### config.mk
export PLATFORM = sky130hd
export DESIGN_NAME = ethernet_repeater_squelch_jam
export DESIGN_NICKNAME = d
export VERILOG_FILES = /design/src/ersj_pkg.sv /design/src/ethernet_repeater_squelch_jam.sv
export SDC_FILE = /design/constraint.sdc
export NUM_CORES = 2
export LEC_CHECK = 0
export BUFFER_PORTS_ARGS = -buffer_cell sky130_fd_sc_hd__buf_2
export CAP_MARGIN = 15
export CORE_MARGIN = 2
export CORE_UTILIZATION = 40
export DETAILED_ROUTE_END_ITERATION = 8
export PLACE_DENSITY_LB_ADDON = 0.25
export SYNTH_ARGS = -nofsm -noshare
export SYNTH_HDL_FRONTEND = slang
export SYNTH_SLANG_ARGS = --single-unit
### constraint.sdc
create_clock -name clk -period 23.3 [get_ports clk]
set_clock_uncertainty 0.15 [all_clocks]
set_input_delay 4.66 -clock clk [delete_from_list [all_inputs] [get_ports clk]]
set_output_delay 4.66 -clock clk [all_outputs]
set_load 0.01 [all_outputs]
### src/ersj_pkg.sv
// Shared types, constants and arithmetic helpers for the repeater squelch and jam block.
package ersj_pkg;

	localparam int SAMPLE_WIDTH = 16;
	localparam int POLE_WIDTH   = 16;
	localparam int CFG_IDX_W    = 3;
	localparam int CFG_DATA_W   = 16;

	typedef logic [SAMPLE_WIDTH-1:0] sample_t;
	typedef logic [CFG_IDX_W-1:0]    cfg_idx_t;

	typedef enum logic [2:0] {
		MODE_IDLE = 3'd0,
		MODE_L2R  = 3'd1,
		MODE_R2L  = 3'd2,
		MODE_COLL = 3'd3,
		MODE_JAM  = 3'd4
	} mode_t;

	localparam cfg_idx_t REG_HALF_BIT = 3'd0;
	localparam cfg_idx_t REG_SQUELCH  = 3'd1;
	localparam cfg_idx_t REG_PEAK     = 3'd2;
	localparam cfg_idx_t REG_POLE     = 3'd3;
	localparam cfg_idx_t REG_JAM_LIM  = 3'd4;

	localparam logic [7:0]            RST_HALF_BIT = 8'd8;
	localparam logic [14:0]           RST_SQUELCH  = 15'd1434;
	localparam logic [14:0]           RST_PEAK     = 15'd5734;
	localparam logic [POLE_WIDTH-1:0] RST_POLE     = 16'd6554;
	localparam logic [7:0]            RST_JAM_LIM  = 8'd10;

	// Magnitude of a two's complement sample; the most negative value maps to 2^(W-1).
	function automatic sample_t magnitude(input sample_t x);
		return x[SAMPLE_WIDTH-1] ? (~x + 1'b1) : x;
	endfunction

	// One-pole follower written as env + floor(p * (mag - env) / 2^16),
	// which equals the two-product form exactly.
	function automatic sample_t follow(input sample_t env, input sample_t mag,
			input logic [POLE_WIDTH-1:0] p);
		logic signed [SAMPLE_WIDTH:0]               diff;
		logic signed [SAMPLE_WIDTH+POLE_WIDTH+1:0] prod;
		diff = $signed({1'b0, mag}) - $signed({1'b0, env});
		prod = $signed({1'b0, p}) * diff;
		return env + sample_t'(prod[SAMPLE_WIDTH+POLE_WIDTH-1:POLE_WIDTH]);
	endfunction

endpackage

### src/ethernet_repeater_squelch_jam.sv
// Two-port repeater with envelope squelch, collision detection and jam generation.
//
// Input channel (in_valid / in_stall) carries one sample time per word: left and
// right data samples and left and right collision-detect samples. Output channel
// (out_valid / out_stall) returns one word per input word: the drive for each port
// and the mode after that sample. The configuration channel (cfg_valid / cfg_ready)
// writes one register per word by index; cfg_ready is always high, and writes are
// expected only while no word is in flight.
// A word accepted into the input register passes the envelope multipliers and the
// state machine into the output register, where it is offered on the output.
// Throughput is one word per cycle while the output is not stalled; the critical path
// is one 17x17 multiply per envelope followed by the threshold compares and the next-state logic.
// A stalled output word holds; the input register keeps taking a new word whenever
// the output register is empty or being emptied, so in_stall follows out_stall only
// when both stages are full.
// Reset clears both valid flags, the envelopes, the mode (idle), the jam counters
// and phase, and loads the register defaults.
module ethernet_repeater_squelch_jam (
	input  logic                                clk,
	input  logic                                arst_n,
	input  logic                                in_valid,
	output logic                                in_stall,
	input  logic signed [ersj_pkg::SAMPLE_WIDTH-1:0] left_data,
	input  logic signed [ersj_pkg::SAMPLE_WIDTH-1:0] left_collision,
	input  logic signed [ersj_pkg::SAMPLE_WIDTH-1:0] right_data,
	input  logic signed [ersj_pkg::SAMPLE_WIDTH-1:0] right_collision,
	output logic                                out_valid,
	input  logic                                out_stall,
	output logic signed [ersj_pkg::SAMPLE_WIDTH-1:0] left_drive,
	output logic signed [ersj_pkg::SAMPLE_WIDTH-1:0] right_drive,
	output logic [2:0]                          mode,
	input  logic                                cfg_valid,
	output logic                                cfg_ready,
	input  logic [ersj_pkg::CFG_IDX_W-1:0]      cfg_index,
	input  logic [ersj_pkg::CFG_DATA_W-1:0]     cfg_data
);

	// Configuration registers.
	logic [7:0]                        half_bit_samples_q;
	logic [14:0]                       squelch_level_q;
	logic [14:0]                       peak_level_q;
	logic [ersj_pkg::POLE_WIDTH-1:0]   pole_coeff_q;
	logic [7:0]                        jam_cycle_limit_q;

	// Input stage.
	logic              valid_s1;
	ersj_pkg::sample_t left_data_s1, left_coll_s1, right_data_s1, right_coll_s1;

	// Output stage.
	logic              valid_s2;
	ersj_pkg::sample_t left_drive_s2, right_drive_s2;
	ersj_pkg::mode_t   mode_s2;

	// Block state.
	ersj_pkg::mode_t   mode_q, mode_n;
	ersj_pkg::sample_t left_data_env_q, right_data_env_q, left_coll_env_q, right_coll_env_q;
	ersj_pkg::sample_t left_data_env_n, right_data_env_n, left_coll_env_n, right_coll_env_n;
	logic [7:0]        jam_cycles_q, jam_cycles_n;
	logic [7:0]        half_bit_count_q, half_bit_count_n;
	logic              jam_high_q, jam_high_n;

	logic              advance, fire;
	ersj_pkg::sample_t squelch_ext, peak_pos, peak_neg;
	logic              left_active, right_active, coll_active, coll_clear;
	logic              flip, phase_w, jam_inc;
	logic [7:0]        count_w, jam_cycles_w;
	ersj_pkg::sample_t jam_level, left_rep, right_rep;
	ersj_pkg::sample_t left_drive_n, right_drive_n;

	assign advance   = !valid_s2 || !out_stall;
	assign fire      = valid_s1 && advance;
	assign in_stall  = valid_s1 && !advance;
	assign cfg_ready = 1'b1;

	always_ff @(posedge clk or negedge arst_n) begin
		if (!arst_n) begin
			half_bit_samples_q <= ersj_pkg::RST_HALF_BIT;
			squelch_level_q    <= ersj_pkg::RST_SQUELCH;
			peak_level_q       <= ersj_pkg::RST_PEAK;
			pole_coeff_q       <= ersj_pkg::RST_POLE;
			jam_cycle_limit_q  <= ersj_pkg::RST_JAM_LIM;
		end else if (cfg_valid && cfg_ready) begin
			unique case (cfg_index)
				ersj_pkg::REG_HALF_BIT: half_bit_samples_q <= cfg_data[7:0];
				ersj_pkg::REG_SQUELCH:  squelch_level_q    <= cfg_data[14:0];
				ersj_pkg::REG_PEAK:     peak_level_q       <= cfg_data[14:0];
				ersj_pkg::REG_POLE:     pole_coeff_q       <= cfg_data[ersj_pkg::POLE_WIDTH-1:0];
				ersj_pkg::REG_JAM_LIM:  jam_cycle_limit_q  <= cfg_data[7:0];
				default: ;
			endcase
		end
	end

	always_ff @(posedge clk or negedge arst_n) begin
		if (!arst_n) begin
			valid_s1 <= 1'b0;
		end else if (!valid_s1 || advance) begin
			valid_s1 <= in_valid;
		end
	end

	always_ff @(posedge clk) begin
		if (in_valid && !in_stall) begin
			left_data_s1  <= left_data;
			left_coll_s1  <= left_collision;
			right_data_s1 <= right_data;
			right_coll_s1 <= right_collision;
		end
	end

	// Envelopes follow the magnitude of each input; compares use the new values.
	always_comb begin
		left_data_env_n  = ersj_pkg::follow(left_data_env_q,
			ersj_pkg::magnitude(left_data_s1), pole_coeff_q);
		right_data_env_n = ersj_pkg::follow(right_data_env_q,
			ersj_pkg::magnitude(right_data_s1), pole_coeff_q);
		left_coll_env_n  = ersj_pkg::follow(left_coll_env_q,
			ersj_pkg::magnitude(left_coll_s1), pole_coeff_q);
		right_coll_env_n = ersj_pkg::follow(right_coll_env_q,
			ersj_pkg::magnitude(right_coll_s1), pole_coeff_q);
	end

	assign squelch_ext  = {1'b0, squelch_level_q};
	assign peak_pos     = {1'b0, peak_level_q};
	assign peak_neg     = ~peak_pos + 1'b1;
	assign left_active  = left_data_env_n > squelch_ext;
	assign right_active = right_data_env_n > squelch_ext;
	assign coll_active  = (left_coll_env_n > squelch_ext) || (right_coll_env_n > squelch_ext);
	assign coll_clear   = (left_coll_env_n < squelch_ext) && (right_coll_env_n < squelch_ext);

	// Jam wave step: flip the phase once the half period is used up.
	assign flip         = half_bit_count_q >= half_bit_samples_q;
	assign phase_w      = flip ? !jam_high_q : jam_high_q;
	assign count_w      = (flip ? 8'd0 : half_bit_count_q) + 8'd1;
	assign jam_inc      = flip && !jam_high_q && (jam_cycles_q != 8'hFF);
	assign jam_cycles_w = jam_cycles_q + {7'd0, jam_inc};
	assign jam_level    = phase_w ? peak_pos : peak_neg;

	// Sign of the active side repeated as plus or minus peak.
	assign left_rep  = (left_data_s1 != '0 && !left_data_s1[ersj_pkg::SAMPLE_WIDTH-1])
		? peak_pos : peak_neg;
	assign right_rep = (right_data_s1 != '0 && !right_data_s1[ersj_pkg::SAMPLE_WIDTH-1])
		? peak_pos : peak_neg;

	always_comb begin
		mode_n           = mode_q;
		jam_cycles_n     = jam_cycles_q;
		half_bit_count_n = half_bit_count_q;
		jam_high_n       = jam_high_q;
		unique case (mode_q)
			ersj_pkg::MODE_L2R: begin
				if (!left_active)
					mode_n = ersj_pkg::MODE_IDLE;
				if (coll_active)
					mode_n = ersj_pkg::MODE_COLL;
			end
			ersj_pkg::MODE_R2L: begin
				if (!right_active)
					mode_n = ersj_pkg::MODE_IDLE;
				if (coll_active)
					mode_n = ersj_pkg::MODE_COLL;
			end
			ersj_pkg::MODE_COLL: begin
				half_bit_count_n = count_w;
				jam_high_n       = phase_w;
				if (coll_clear) begin
					jam_cycles_n = 8'd0;
					mode_n       = ersj_pkg::MODE_JAM;
				end
			end
			ersj_pkg::MODE_JAM: begin
				half_bit_count_n = count_w;
				jam_high_n       = phase_w;
				jam_cycles_n     = jam_cycles_w;
				if (coll_active) begin
					jam_cycles_n = 8'd0;
					mode_n       = ersj_pkg::MODE_COLL;
				end else if (jam_cycles_w > jam_cycle_limit_q) begin
					jam_cycles_n = 8'd0;
					mode_n       = ersj_pkg::MODE_IDLE;
				end
			end
			default: begin
				if (left_active)
					mode_n = ersj_pkg::MODE_L2R;
				else if (right_active)
					mode_n = ersj_pkg::MODE_R2L;
				else if (coll_active)
					mode_n = ersj_pkg::MODE_COLL;
				else
					mode_n = ersj_pkg::MODE_IDLE;
			end
		endcase
	end

	always_comb begin
		left_drive_n  = '0;
		right_drive_n = '0;
		unique case (mode_q)
			ersj_pkg::MODE_L2R: begin
				if (left_active)
					right_drive_n = left_rep;
			end
			ersj_pkg::MODE_R2L: begin
				if (right_active)
					left_drive_n = right_rep;
			end
			ersj_pkg::MODE_COLL, ersj_pkg::MODE_JAM: begin
				left_drive_n  = jam_level;
				right_drive_n = jam_level;
			end
			default: ;
		endcase
	end

	always_ff @(posedge clk or negedge arst_n) begin
		if (!arst_n) begin
			mode_q           <= ersj_pkg::MODE_IDLE;
			left_data_env_q  <= '0;
			right_data_env_q <= '0;
			left_coll_env_q  <= '0;
			right_coll_env_q <= '0;
			jam_cycles_q     <= '0;
			half_bit_count_q <= '0;
			jam_high_q       <= 1'b0;
		end else if (fire) begin
			mode_q           <= mode_n;
			left_data_env_q  <= left_data_env_n;
			right_data_env_q <= right_data_env_n;
			left_coll_env_q  <= left_coll_env_n;
			right_coll_env_q <= right_coll_env_n;
			jam_cycles_q     <= jam_cycles_n;
			half_bit_count_q <= half_bit_count_n;
			jam_high_q       <= jam_high_n;
		end
	end

	always_ff @(posedge clk or negedge arst_n) begin
		if (!arst_n) begin
			valid_s2 <= 1'b0;
		end else if (advance) begin
			valid_s2 <= valid_s1;
		end
	end

	always_ff @(posedge clk) begin
		if (fire) begin
			left_drive_s2  <= left_drive_n;
			right_drive_s2 <= right_drive_n;
			mode_s2        <= mode_n;
		end
	end

	assign out_valid   = valid_s2;
	assign left_drive  = $signed(left_drive_s2);
	assign right_drive = $signed(right_drive_s2);
	assign mode        = mode_s2;

endmodule
==> results.toml <==
[floorplanning]
initial_utilization_pct = 40.2
die_x_um = 367
die_y_um = 367
rows = 133
core_mm2 = 0.131
boundaryPins = 126
design.die.area_mm2 = 0.135

[worst_setup_path]
cp_common_cell = "o21ai_0"
criticalPathCategory = "register to register"
required_ns = 23.49
end_kind = "register"
start_kind = "register"
arrival_ns = 15.01
worstRegToRegCells = 59
crit_path_top_delay_cell = "a2111oi_0"
crit_fanout = 16
critical-path-max-stage-delay_ns = 0.82

[clock_network]
cts_sinks = 247
clock_path_buffers = 3
ctsRootBufferMaster = "clkbuf_16"
cts-resized-gates = 0
postCtsSetupBuffers = 0
htreeDepth = 1
cts_tree = "done"
cts_hold_buf = 0
path_clk_slew_ns = 0.07
insertion_delay_ns = 0.60
cts_buffers = 29

[synthesis]
synthDistinctLibCells = 77
synth_edf_count = 99
yosys.cell_count.top_type = "inv_1"
yosysSeqAreaShare_pct = 12.7
muxShareOfSynthArea_pct = 0.789
ys_async_sr_fraction_pct = 59.9
ys.flop_type = "dfrtp_1"
synth_compound_area_share_pct = 8.48
synthCells = 5966
synth_seq_cells = 247
avgSynthCellArea_um2 = 8.86
synth_area_mm2 = 0.0528
synth_simple_gate_area_share_pct = 16.1
synthAdderAreaFrac_pct = 47.6
yosysWarnings = 0
synth_xor_area_share_pct = 3.65
yosys.area.top_type = "fa_1"
synth_top_family_by_area = "adder cells"
synth.top_cell.area_share_pct = 31.8
synth_nets = 7560
synthTopCellsByCount = "inv_1, fa_1, nand2_1, ha_1, and2_1"
yosys-top-cells-area = "fa_1, ha_1, inv_1"

[detailed_routing]
drc = 0
met3WireLength_um = 7550
firstDrtPassIters = 5
routedWlPerCell_um = 18.1
drt-total-wl_um = 140000
wl_met1_um = 65300
drtAntennaViolNets = 0
via_per_inst = 5.10
vias = 39400
wl_met2_um = 64400
routed.top_layer = "met5"
first_iter_violations = 2206

[timing]
final_hold_viol_count = 0
fin_crit_sh_pct = 63.6
slew_viol_final = 0
tns_ns = 0
slew_headroom_pct = 23.3
setup_viol = 0
fmax_ghz = 0.0675
setup_ws_ns = 8.48
finalCriticalPeriod_ns = 14.82
grt_setup_unrepaired = "no"
tightest_slew_ns = 1.14

[cells_and_area]
instances_no_fill = 7735
drive_above_1_share_pct = 6.62
antennaDiodeCount = 0
syn2layout_area_growth_pct = 6.93
layout.nets = 7552

[placement]
io_buffers = 124
dp_hpwl_um = 108000
finalWeightedCongestion = 0.875
dp.cells = 7681
dp_slack_ns = 8.86

[global_routing]
first_global_vias = 41000
antenna_found_initial = 3
grtUsageTotal_pct = 21.2
grt_pass1_wl_um = 228000
grt_max_degree = 92
grt_overflow = 0

[worst_hold_path]
hold_class = "register to register"
min_path_cells = 2

[run]
cap_violations = 0

[status]
outcome = "completed"
-- routing by layer --
metal / vias up / GRT usage (%)
met3: 123 / 1.98
met2: 960 / 34.4
li1: 18500 / -
met1: 19800 / 30.9
met5: - / 0
met4: 2 / 3.99
-- cells by family after synthesis --
kind of cell	Yosys count
adders and majority gates	1506
muxes	37
xor gates and xnor gates	217
buffers and inverters	1501
and+or+nand+nor	1735
other	1
DFF	247
AOI/OAI and AO/OA	722
-- registers in the layout, summed over array words and instances (netlist names), 16 cells and up --
signal            flops
right_drive          16
left_drive           16
left_data_env_q      16
right_data_env_q     16
left_coll_s1         16
right_data_s1        16
left_coll_env_q      16
pole_coeff_q         16
right_coll_env_q     16
right_coll_s1        16
left_data_s1         16
-- worst max-delay path, delay by kind of cell (launching register included) --
family,cells,cell delay [ns]
compound gates,27,7.36
fa+ha+maj,11,3.94
simple gates,13,1.44
xor+xnor,3,0.59
buf+inv,5,0.57
flops,1,0.42
-- placed cells by master (no fill, tap or decap), drive strengths merged, types with 48 or more instances in the layout --
cell type	instances
edfxtp	99
nor3	59
nor2	162
xnor2	168
fa	840
dfrtp	125
a21o	76
nor2b	162
a21oi	215
o21a	48
and2	337
inv	1262
o21ai	208
nand2	762
ha	666
buf	213
-- final timing paths --
path,startpoint,to,slack [ns]
max,left_data_s1[0],right_drive[7],8.48
min,jam_cycles_q[5],jam_cycles_q[5],0.34
max reg2reg,left_data_s1[0],right_drive[7],8.48
min reg2reg,jam_cycles_q[5],jam_cycles_q[5],0.34
max in group asynchronous,arst_n,pole_coeff_q[0],17.40
min in group asynchronous,arst_n,left_data_env_q[10],3.97
-- layout make-up --
| class | count | area [um^2] |
|---|---|---|
| Clock buffer | 34 | 786 |
| Clock inverter | 19 | 219 |
| Fill cell | 13000 | 74800 |
| Inverter | 1249 | 4690 |
| Multi-Input combinational cell | 4218 | 40600 |
| Sequential cell | 247 | 6720 |
| Tap cell | 1755 | 2200 |
| Timing Repair Buffer | 213 | 1310 |
-- through the flow --
| step | cell area (um^2) | hold WS (ns) | util [%] |
|---|---|---|---|
| floorplan | 52800 | 0.299 | - |
| detailed placement | 55500 | 0.323 | 42.3 |
| global placement | 55500 | 0.315 | 42.2 |
| CTS | 56500 | 0.338 | 43.0 |
| global route | 56500 | 0.369 | 43.0 |
| finish | 56500 | 0.339 | 43.0 |
Power is not shown: default switching activity piles up to over one toggle a cycle in this logic, so the estimate is an artifact.
